File: src/rtl/dsbf_pkg.sv
// package: shared constants, types and defaults for the disk sector bitstream formatter
`default_nettype none
package dsbf_pkg;

  localparam int SECTOR_BYTES_DEF = 400;
  localparam int GAP_BITS_DEF     = 120;
  localparam int SYNC_BITS_DEF    = 88;

  localparam int GAP_BITS_MAX     = 255;
  localparam int SYNC_BITS_MAX    = 255;

  localparam int CHUNK_BITS       = 64;
  localparam int CNT_W            = 7;
  localparam int SHAMT_W          = 6;
  localparam int WORD_W           = 33;
  localparam int ADDR_W           = 16;
  localparam int BYTE_W           = 8;
  localparam int BCNT_W           = 9;
  localparam int EXP_W            = 9;
  localparam int LEN_W            = $clog2(2 * GAP_BITS_MAX + 2 * SYNC_BITS_MAX + 2 * ADDR_W + 1);
  localparam int DIFF_W           = LEN_W + 1;

  localparam logic [15:0] CRC_FILL = 16'hCCCC;

  typedef enum logic {
    KIND_START = 1'b0,
    KIND_DATA  = 1'b1
  } kind_t;

  // one request's bit stream: word w sits at exponent e, tail adds a final one
  typedef struct packed {
    logic [WORD_W-1:0] w;
    logic [EXP_W-1:0]  e;
    logic [LEN_W-1:0]  len;
    logic              tail;
  } job_t;

endpackage
`default_nettype wire

File: src/rtl/dsbf_hdr.sv
// sector state tracking and decode of one request into a bit stream description
`default_nettype none
module dsbf_hdr #(
  parameter int SECTOR_BYTES = dsbf_pkg::SECTOR_BYTES_DEF,
  parameter int GAP_BITS     = dsbf_pkg::GAP_BITS_DEF,
  parameter int SYNC_BITS    = dsbf_pkg::SYNC_BITS_DEF
) (
  input  wire logic                           clk,
  input  wire logic                           rst_n,
  input  wire logic                           acc,
  input  wire logic                           kind,
  input  wire logic [8:0]                     cylinder,
  input  wire logic                           head,
  input  wire logic [3:0]                     sector,
  input  wire logic [dsbf_pkg::BYTE_W-1:0]    data_byte,
  output dsbf_pkg::job_t                      job,
  output logic                                keep
);

  logic                          in_sector_r, in_sector_nxt;
  logic [dsbf_pkg::BCNT_W-1:0]   bytes_r, bytes_nxt;
  logic [dsbf_pkg::BCNT_W-1:0]   bytes_inc;
  logic                          done;
  logic [dsbf_pkg::ADDR_W-1:0]   addr;

  assign addr      = {cylinder[7:0], 3'b000, head, sector};
  assign bytes_inc = bytes_r + dsbf_pkg::BCNT_W'(1);
  assign done      = {1'b0, bytes_inc} >= (dsbf_pkg::BCNT_W + 1)'(SECTOR_BYTES);

  always_comb begin
    keep          = 1'b1;
    in_sector_nxt = in_sector_r;
    bytes_nxt     = bytes_r;
    job           = '0;
    if (kind == dsbf_pkg::KIND_START) begin
      job.w         = {1'b1, addr, ~addr};
      job.e         = dsbf_pkg::EXP_W'(GAP_BITS + SYNC_BITS);
      job.len       = dsbf_pkg::LEN_W'(2 * GAP_BITS + 2 * SYNC_BITS + 2 * dsbf_pkg::ADDR_W);
      job.tail      = 1'b1;
      in_sector_nxt = 1'b1;
      bytes_nxt     = '0;
    end else begin
      keep = in_sector_r;
      if (done) begin
        job.w         = {(dsbf_pkg::WORD_W - dsbf_pkg::BYTE_W - 16)'(0), data_byte,
                         dsbf_pkg::CRC_FILL};
        job.e         = dsbf_pkg::EXP_W'(GAP_BITS / 2);
        job.len       = dsbf_pkg::LEN_W'(dsbf_pkg::BYTE_W + 16 + GAP_BITS / 2);
        in_sector_nxt = 1'b0;
        bytes_nxt     = '0;
      end else begin
        job.w     = {(dsbf_pkg::WORD_W - dsbf_pkg::BYTE_W)'(0), data_byte};
        job.e     = '0;
        job.len   = dsbf_pkg::LEN_W'(dsbf_pkg::BYTE_W);
        bytes_nxt = bytes_inc;
      end
    end
  end

  always_ff @(posedge clk) begin
    if (!rst_n) begin
      in_sector_r <= 1'b0;
      bytes_r     <= '0;
    end else if (acc && keep) begin
      in_sector_r <= in_sector_nxt;
      bytes_r     <= bytes_nxt;
    end
  end

endmodule
`default_nettype wire

File: src/rtl/dsbf_chunk.sv
// job register and 64-bit chunk generator with registered output
`default_nettype none
module dsbf_chunk (
  input  wire logic                             clk,
  input  wire logic                             rst_n,
  input  wire logic                             load,
  input  wire dsbf_pkg::job_t                   job,
  output logic                                  busy,
  input  wire logic                             out_stall,
  output logic                                  out_valid,
  output logic [dsbf_pkg::CHUNK_BITS-1:0]       out_bits,
  output logic [dsbf_pkg::CNT_W-1:0]            out_bit_count,
  output logic                                  out_last
);

  logic                               job_vld_r;
  logic [dsbf_pkg::WORD_W-1:0]        w_r;
  logic [dsbf_pkg::EXP_W-1:0]         e_r;
  logic [dsbf_pkg::LEN_W-1:0]         rem_r;
  logic                               tail_r;

  logic                               fire;
  logic [dsbf_pkg::CNT_W-1:0]         n;
  logic [dsbf_pkg::LEN_W-1:0]         r;
  logic                               fin;
  logic signed [dsbf_pkg::DIFF_W-1:0] d;
  logic [dsbf_pkg::DIFF_W-1:0]        nd;
  logic [dsbf_pkg::CHUNK_BITS-1:0]    wx;
  logic [dsbf_pkg::CHUNK_BITS-1:0]    sh;
  logic [dsbf_pkg::CHUNK_BITS-1:0]    mask;
  logic [dsbf_pkg::CHUNK_BITS-1:0]    chunk;

  assign fire = job_vld_r && (!out_valid || !out_stall);
  assign n    = (rem_r >= dsbf_pkg::LEN_W'(dsbf_pkg::CHUNK_BITS))
                ? dsbf_pkg::CNT_W'(dsbf_pkg::CHUNK_BITS) : dsbf_pkg::CNT_W'(rem_r);
  assign r    = rem_r - dsbf_pkg::LEN_W'(n);
  assign fin  = (r == '0);
  assign busy = job_vld_r && !(fire && fin);

  assign d  = $signed(dsbf_pkg::DIFF_W'(e_r)) - $signed(dsbf_pkg::DIFF_W'(r));
  assign nd = dsbf_pkg::DIFF_W'(0) - dsbf_pkg::DIFF_W'(d);
  assign wx = dsbf_pkg::CHUNK_BITS'(w_r);

  always_comb begin
    sh = '0;
    if (!d[dsbf_pkg::DIFF_W-1]) begin
      if (d < dsbf_pkg::DIFF_W'(dsbf_pkg::CHUNK_BITS)) begin
        sh = wx << d[dsbf_pkg::SHAMT_W-1:0];
      end
    end else if (nd < dsbf_pkg::DIFF_W'(dsbf_pkg::CHUNK_BITS)) begin
      sh = wx >> nd[dsbf_pkg::SHAMT_W-1:0];
    end
    if (n == dsbf_pkg::CNT_W'(dsbf_pkg::CHUNK_BITS)) begin
      mask = '1;
    end else begin
      mask = (dsbf_pkg::CHUNK_BITS'(1) << n[dsbf_pkg::SHAMT_W-1:0]) - dsbf_pkg::CHUNK_BITS'(1);
    end
    chunk    = sh & mask;
    chunk[0] = chunk[0] | (tail_r && fin);
  end

  always_ff @(posedge clk) begin
    if (!rst_n) begin
      job_vld_r <= 1'b0;
      out_valid <= 1'b0;
    end else begin
      if (load) begin
        job_vld_r <= 1'b1;
      end else if (fire && fin) begin
        job_vld_r <= 1'b0;
      end
      if (fire) begin
        out_valid <= 1'b1;
      end else if (!out_stall) begin
        out_valid <= 1'b0;
      end
    end
  end

  always_ff @(posedge clk) begin
    if (load) begin
      w_r    <= job.w;
      e_r    <= job.e;
      rem_r  <= job.len;
      tail_r <= job.tail;
    end else if (fire) begin
      rem_r <= r;
    end
    if (fire) begin
      out_bits      <= chunk;
      out_bit_count <= n;
      out_last      <= fin;
    end
  end

endmodule
`default_nettype wire

File: src/rtl/disk_sector_bitstream_formatter.sv
// top level: disk sector bitstream formatter
//
//  channel | ports                                              | direction
//  --------+----------------------------------------------------+----------
//  in      | in_valid in_stall in_kind in_cylinder in_head      | request in
//          | in_sector in_data_byte                             |
//  out     | out_valid out_stall out_bits out_bit_count out_last| chunks out
//
// a request is decoded in the cycle it is taken; one 64-bit chunk per unstalled cycle
// a data byte in a sector gives one chunk (two, or three with a long gap, if last),
// a header ceil((2*GAP_BITS + 2*SYNC_BITS + 32) / 64) chunks, 17 at most
// the next request is taken in the cycle the previous one's last chunk is made
// reset clears the sector state, the job valid flag and out_valid
// out_stall holds the output register and, through it, the chunk generator
`default_nettype none
module disk_sector_bitstream_formatter #(
  parameter int SECTOR_BYTES = dsbf_pkg::SECTOR_BYTES_DEF,
  parameter int GAP_BITS     = dsbf_pkg::GAP_BITS_DEF,
  parameter int SYNC_BITS    = dsbf_pkg::SYNC_BITS_DEF
) (
  input  wire logic                              clk,
  input  wire logic                              rst_n,
  input  wire logic                              in_valid,
  output logic                                   in_stall,
  input  wire logic                              in_kind,
  input  wire logic [8:0]                        in_cylinder,
  input  wire logic                              in_head,
  input  wire logic [3:0]                        in_sector,
  input  wire logic [dsbf_pkg::BYTE_W-1:0]       in_data_byte,
  output logic                                   out_valid,
  input  wire logic                              out_stall,
  output logic [dsbf_pkg::CHUNK_BITS-1:0]        out_bits,
  output logic [dsbf_pkg::CNT_W-1:0]             out_bit_count,
  output logic                                   out_last
);

  logic           acc;
  logic           keep;
  logic           busy;
  dsbf_pkg::job_t job;

  assign in_stall = busy;
  assign acc      = in_valid && !busy;

  dsbf_hdr #(
    .SECTOR_BYTES (SECTOR_BYTES),
    .GAP_BITS     (GAP_BITS),
    .SYNC_BITS    (SYNC_BITS)
  ) u_hdr (
    .clk       (clk),
    .rst_n     (rst_n),
    .acc       (acc),
    .kind      (in_kind),
    .cylinder  (in_cylinder),
    .head      (in_head),
    .sector    (in_sector),
    .data_byte (in_data_byte),
    .job       (job),
    .keep      (keep)
  );

  dsbf_chunk u_chunk (
    .clk           (clk),
    .rst_n         (rst_n),
    .load          (acc && keep),
    .job           (job),
    .busy          (busy),
    .out_stall     (out_stall),
    .out_valid     (out_valid),
    .out_bits      (out_bits),
    .out_bit_count (out_bit_count),
    .out_last      (out_last)
  );

endmodule
`default_nettype wire

File: config.mk
export PLATFORM = sky130hd
export DESIGN_NAME = disk_sector_bitstream_formatter
export DESIGN_NICKNAME = d
export VERILOG_FILES = /design/src/rtl/dsbf_pkg.sv /design/src/rtl/dsbf_hdr.sv /design/src/rtl/dsbf_chunk.sv /design/src/rtl/disk_sector_bitstream_formatter.sv
export SDC_FILE = /design/constraint.sdc
export NUM_CORES = 1
export LEC_CHECK = 0
export BUFFER_PORTS_ARGS = -buffer_cell sky130_fd_sc_hd__buf_2
export CORE_MARGIN = 1.5
export CORE_UTILIZATION = 38
export DETAILED_ROUTE_END_ITERATION = 16
export PLACE_DENSITY = 0.53
export SYNTH_ARGS = -nofsm -noshare
export SYNTH_HDL_FRONTEND = slang
export SYNTH_SLANG_ARGS = --single-unit
File: constraint.sdc
create_clock -name clk -period 13.8 [get_ports clk]
set_input_delay 2.76 -clock clk [delete_from_list [all_inputs] [get_ports clk]]
set_output_delay 2.76 -clock clk [all_outputs]
set_load 0.02 [all_outputs]
== Word level (Yosys, flattened, before mapping) ==
Index checks and enable logic that the tools add are counted.
Operators by class
  add/subtract/negate cells: 5
  magnitude comparators: 4
  equal/unequal tests: 3
  shifts and indexed selects: 3
  muxes and demuxes: 19
  bitwise operators: 3
  reduce and logical (&&, ||, !) cells: 16
Operators with widths (number)
  64-bit two-way mux: 4
  64-bit bitwise AND: 1
  1-bit by 6-bit left shift with 64-bit output (first input constant): 1
  33-bit by 6-bit left shift with 64-bit output: 1
  33-bit by 6-bit right shift with 64-bit output: 1
  64-bit by 2-bit subtractor with 64-bit output (second input constant): 1
  52-bit two-way mux: 1
  44-bit two-way mux: 1
  11-bit two-way mux: 2
  9-bit two-way mux: 2
  16-bit inverter: 1
  12-bit by 7-bit < comparator with 1-bit output (second input constant): 1
  12-bit by 8-bit < comparator with 1-bit output (second input constant): 1
  1-bit by 12-bit subtractor with 12-bit output (first input constant): 1
  9-bit by 11-bit subtractor with 12-bit output: 1
  11-bit by 7-bit greater-or-equal comparator with 1-bit output (second input constant): 1
  11-bit logical NOT: 1
  11-bit by 7-bit subtractor with 11-bit output: 1
  9-bit by 1-bit adder with 9-bit output (second input constant): 1
  9-bit greater-or-equal comparator (second input constant): 1
  1-bit two-way mux: 8
  7-bit == test (second input constant): 1
  7-bit two-way mux: 1
  1-bit logical AND: 6
  other kinds (6): 12
Word-level totals
  bits in registers: 138
  input bits: 27
  output and inout port bits: 74
  logic and storage cells: 66

== Depth between registers and ports, before layout ==
  word-level depth: 11
  depth in mapped cells: 26
  gate-level depth less buffers: 18

== By module ==
Synthesis repeated with hierarchy kept, for this count alone.
Second synthesis, totals
  cells, all modules: 1389
  area total of the unflattened synthesis: 12329.3 um2
Modules (own cells, without submodules)
  dsbf_chunk: instances 1, cells each 1230, area each 11159.5 um2, sequential area each 3823.7 um2
  dsbf_hdr: instances 1, cells each 157, area each 1154.9 um2, sequential area each 200.2 um2
  disk_sector_bitstream_formatter: instances 1, cells each 2, area each 15.0 um2, sequential area each 0.0 um2

== Least setup slack after synthesis ==
No wires, ideal clock.
  path kind: input-to-output
  start: input port out_stall
  end: output port in_stall
  data arrival time: 3.569 ns
  data required time: 11.040 ns
  setup slack: 7.471 ns
  stages: 3
  buffers on the path: 0
  cells stage by stage: and2_1 > o41ai_2 > inv_1
Between the ends
  longest elaborated chain between the ends: 6
RTL lines
  from (decl): RTL line disk_sector_bitstream_formatter.sv:31  | input wire logic out_stall,
  1-bit logical NOT: RTL line dsbf_chunk.sv:33  | assign fire = job_vld_r && (!out_valid || !out_stall);
  1-bit logical OR: RTL line dsbf_chunk.sv:33
  1-bit logical AND: RTL line dsbf_chunk.sv:33
  1-bit logical AND: RTL line dsbf_chunk.sv:38  | assign busy = job_vld_r && !(fire && fin);
  1-bit logical NOT: RTL line dsbf_chunk.sv:38
  1-bit logical AND: RTL line dsbf_chunk.sv:38
  to (decl): RTL line disk_sector_bitstream_formatter.sv:24  | output logic in_stall,
No other way between the ends.

== Worst setup path in the final report ==
  start: register u_chunk.rem_r[9] in the netlist's numbering
  end: register u_chunk.out_bits[23] in the netlist's numbering (data pin)
Between the ends
  longest elaborated chain between the ends: 9
  elaborated cells between the ends (all ways): 17
  those cells by class: add/sub (4); order compare (3); eq/ne (1); shift (3); mux (5); bitwise (1)
RTL lines
  from (decl): RTL line dsbf_chunk.sv:19  | logic [dsbf_pkg::LEN_W-1:0] rem_r;
  from (signal assigned): RTL line dsbf_chunk.sv:84  | rem_r <= job.len;
  from (signal assigned): RTL line dsbf_chunk.sv:87  | rem_r <= r;
  11-bit by 7-bit greater-or-equal comparator with 1-bit output: RTL line dsbf_chunk.sv:34  | assign n = (rem_r >= dsbf_pkg::LEN_W'(dsbf_pkg::CHUNK_BITS))
  7-bit two-way mux: RTL line dsbf_chunk.sv:35  | ? dsbf_pkg::CNT_W'(dsbf_pkg::CHUNK_BITS) : dsbf_pkg::CNT_W'(rem_r);
  11-bit by 7-bit subtractor with 11-bit output: RTL line dsbf_chunk.sv:36  | assign r = rem_r - dsbf_pkg::LEN_W'(n);
  9-bit by 11-bit subtractor with 12-bit output: RTL line dsbf_chunk.sv:40  | assign d = $signed(dsbf_pkg::DIFF_W'(e_r)) - $signed(dsbf_pkg::DIFF_W'(r));
  1-bit by 12-bit subtractor with 12-bit output: RTL line dsbf_chunk.sv:41  | assign nd = dsbf_pkg::DIFF_W'(0) - dsbf_pkg::DIFF_W'(d);
  12-bit by 7-bit < comparator with 1-bit output / 33-bit by 6-bit right shift with 64-bit output (equally long branches): RTL line dsbf_chunk.sv:50, dsbf_chunk.sv:51
  64-bit two-way mux: RTL line dsbf_chunk.sv:50  | end else if (nd < dsbf_pkg::DIFF_W'(dsbf_pkg::CHUNK_BITS)) begin
  64-bit two-way mux: RTL line dsbf_chunk.sv:46  | if (!d[dsbf_pkg::DIFF_W-1]) begin
  64-bit bitwise AND *: RTL line dsbf_chunk.sv:58  | chunk = sh & mask;
  via u_chunk.chunk (one bit): RTL line dsbf_chunk.sv:31  | logic [dsbf_pkg::CHUNK_BITS-1:0] chunk;
  to (signal assigned): RTL line dsbf_chunk.sv:90  | out_bits <= chunk;
  to (decl): RTL line dsbf_chunk.sv:11  | output logic [dsbf_pkg::CHUNK_BITS-1:0] out_bits,
The timed path passes the listed nets; every way through them passes the cells marked *.
A chain may end at the register's enable or synchronous reset.

==> metrics.md <==
| Metric | Value |
|---|---|
| Setup TNS | 0 ns |
| Leakage power | approximately 5.2 nW |
| Startpoint types | flop |
| Design area | approximately 14000 sq um |
| Crit Path Max Fanout | 40 |
| Mapped Area | approximately 13000 sq um |
| Vias in the first global route | roughly 11k |
| Final hold violation count | 0 |
| Cell Chain, Critical Path | or2_2, nor2_4, inv_2, nand2_1, ha_1, inv_1, a21oi_1, a211o_1, ha_2, buf_4, nor3b_1, a311oi_4, xor2_4, buf_4, nand2_1, or4_1, nand2b_1, a2111oi_4, nand2_4, o41ai_2 |
| First-pass detailed-route iteration total | 6 |
| Core ar. | around 33000 sq um |
| HP Start | u_hdr.bytes_r[1] |
| Post-synthesis adder-cell area fraction | between 1 and 1.5% |
| Met1 wire length | 21.69 mm |
| Most frequent cells in the layout | nand2_1 (140), nor2_1 (134), edfxtp_1 (119) |
| CTS H-tree depth | 4 |
| Global-route wire length before repair | approximately 75 mm |
| Setup bufs post-CTS | 0 |
| CP endpoint kind | flop |
| Clock tree from TritonCTS | yes |
| Area contributors post-synth | edfxtp_1 (28%), mux4_2 (9.9%), mux2i_1 (6.6%) |
| Distinct cells, synth | just over 100 |
| P_int | about 1.2 mW |
| Worst EP required | roughly 14 ns |
| VDD IR max | 144.5 uV |
| Clock Power Share | a little under a fifth |
| Switch share | 49.52% |
| Most common cell after layout, fill and taps aside | nand2_1 |
| Tightest Pin Transition | about 1.2 ns |
| Post-placement cell area | about 14000 sq um |
| Die area | 34470 sq um |
| Max Clock Freq | around 120 MHz |
| Max-slew headroom | between 20% and 30% |
| Met2 wire length | around 23 mm |
| Mapped Cells | ~1.4k |
| Input/output buffers | approximately 100 |
| Mux cell area share after synthesis | 17.20% |
| Kind of cell adding the most delay to the critical path | compound AO/OA/AOI/OAI gates |
| DRC | 0 |
| Synth Net Count | roughly 1.5k |
| Post-Route WL | ~50 mm |
| Tot GR Track Use | 29.59% |
| CP Data Arrival Time | roughly 8.3 ns |
| Number of I/O pins | 101 |
| Vias per cell | around 6.5 |
| Die H | between 150 and 200 um |
| Net Sw Power | 1.191 mW |
| Cts repair resizes | 0 |
| Register area share after synthesis | approximately 30% |
| Highest metal used | met4 |
| Reg clk slew, reported paths | ~0.060 ns |
| Clock buffer depth | 2 |
| Kind of critical path | reg2reg |
| Combinational fraction of design power | between 60 and 70% |
| Number of CTS-inserted buffers | 17 |
| Async set-reset flop share out of synthesis | 0% |
| Top_reg_cell synth | edfxtp_1 |
| Synth Area per Inst | 8.769 sq um |
| Launch point of the worst reg-to-reg path | u_chunk.rem_r[9] |
| Area Overhead vs Synth | 11.74% |
| Layout cells sized above 1 | 18.65% |
| Largest area contributor in the netlist | edfxtp_1 |
| Post-synthesis register bit count | roughly 130 |
| Origin of the worst setup path | u_chunk.rem_r[9] |
| Finish-stage setup viols | 0 |
| Seq pwr share | between 20% and 30% |
| Initial antenna violation count | 0 |
| Final Skew | 0.008129 ns |
| Layout Nets | approximately 1.5k |
| Number of inserted diodes | 0 |
| Root Buffer | clkbuf_16 |
| Grt ovf | 0 |
| Dpl hpwl | roughly 37 mm |
| Met3 WL | roughly 4 mm |
| Die X | approximately 190 um |
| Hold crit path type | reg2reg |
| Max_cap viols | 0 |
| Largest net degree at the start of global routing | 75 |
| Post-synth EDFFs | 119 |
| Main combinational cell family by area after synthesis | compound AO/OA/AOI/OAI gates |
| Final Max Slew Viols | 0 |
| Clock sink count | 131 |
| DRT iter0 DRCs | 1589 |
| Slowest CP cell | a2111oi_4 |
| Synth Area in Compound Gates | around 22% |
| RSZ-0062 raised after global routing | false |
| Fin crit period | between 8 and 9 ns |
| Std cell rows | between 60 and 70 |
| Synth Warn # | 0 |
| Clk_lat worst skew | roughly 0.45 ns |
| Fraction of the cycle the final worst path needs | 58.46% |
| Via count | ~13k |
| # hold bufs at CTS | 0 |
| PD cells | 169.8 nW/um^2 |
| Post-synthesis xor/xnor area fraction | 2.052% |
| Status | completed |
| Post-synthesis simple-gate area fraction | around 22% |
| WP buf/inv | 4 |
| GPL Wtd Cong | just under 1 |
| WL/cell | between 20 and 30 um |
| Initial Utilization | between 30% and 40% |
| CP max stage delay | around 0.82 ns |
| Remaining antenna violation count after routing | 0 |
| Post-synth top area share | ~28% |
## state kept, by name (all words and copies together) (netlist names)
| name | count |
|---|---|
| u_chunk.out_bits | 64 |
| u_chunk.w_r | 32 |
| u_chunk.rem_r | 11 |
| u_hdr.bytes_r | 9 |
| u_chunk.out_bit_count | 7 |
| u_chunk.e_r | 3 |
| u_chunk.job_vld_r | 1 |
| u_chunk.out_last | 1 |
| u_chunk.out_valid | 1 |
| u_chunk.tail_r | 1 |
| u_hdr.in_sector_r | 1 |
## logic make-up after synthesis
group	after synthesis
muxes	147
other	1
buffers and inverters	150
adders and majority gates	11
AOI/OAI and AO/OA	415
and+or+nand+nor	563
xor gates and xnor gates	28
DFF	131
## layer usage
metal | vias to the layer above | GRT usage, %
met1 | 6134 | 41.08
li1 | 5668 | -
met4 | 0 | 13.94
met3 | 91 | 4.148
met5 | - | 0
met2 | 667 | 45.39
## final timing paths
path	slack, ns	cells after the start	end
setup / recovery	5.73	20	u_chunk.out_bits[23]
setup reg to reg	5.73	20	u_chunk.out_bits[23]
hold reg to reg	0.50	2	u_hdr.bytes_r[1]
hold / removal	0.50	2	u_hdr.bytes_r[1]
## cell type report
class | count | area, sq um
multi-input combinational | 1165 | 8388
fill | 3325 | 18530
inverter | 24 | 90.09
timing repair buffer | 134 | 758.2
sequential | 131 | 3814
clock inverter | 13 | 136.4
clock buffer | 18 | 429.2
tap | 442 | 553.0
## cell usage after synthesis, types with 17 or more instances
cell type / number
a211oi_1: 19
nor2_1: 134
mux4_2: 56
or3_1: 22
nand3_1: 66
xnor2_1: 18
o22ai_1: 18
edfxtp_1: 119
clkbuf_1: 94
nand2_1: 140
nand4_1: 20
nor3_1: 37
and3_1: 25
a22oi_1: 18
a31oi_1: 29
inv_1: 21
a21oi_1: 94
o21ai_0: 83
mux2i_1: 84
nor2b_1: 22
o31ai_1: 17
## worst reg2reg max path: stages, from the launching register on
cell and delay, ns:
edfxtp_1 0.80, or2_2 0.42, nor2_4 0.05, inv_2 0.64
nand2_1 0.21, ha_1 0.38, inv_1 0.16, a21oi_1 0.08
a211o_1 0.31, ha_2 0.26, buf_4 0.29, nor3b_1 0.25
a311oi_4 0.62, xor2_4 0.18, buf_4 0.46, nand2_1 0.35
or4_1 0.50, nand2b_1 0.21, a2111oi_4 0.82, nand2_4 0.32
o41ai_2 0.51
## power by group through the flow
| stage | sequential, mW | clock [mW] | combinational [mW] |
|---|---|---|---|
| 2_1_floorplan | 0.495 | 0 | 0.989 |
| 5_1_grt | 0.492 | 0.474 | 1.55 |
| 6_report | 0.489 | 0.452 | 1.46 |
| 3_3_place_gp | 0.496 | 0 | 1.42 |
| 4_1_cts | 0.488 | 0.460 | 1.42 |
| 3_5_place_dp | 0.497 | 0 | 1.41 |
## through the flow
step / cells / utilization [%] / total power [mW] / hold WS [ns] / setup slack [ns]
after floorplan: 1446 / - / 1.484 / 0.4603 / 7.471
after global placement: 1896 / 41.60 / 1.914 / 0.4760 / 5.967
after detailed placement: 1896 / 41.60 / 1.912 / 0.4984 / 5.917
after CTS: 1927 / 43.33 / 2.367 / 0.5065 / 5.864
after global routing: 1927 / 43.33 / 2.513 / 0.5327 / 5.347
final: 1927 / 43.33 / 2.406 / 0.5042 / 5.732
(Power assumes the default switching activity.)
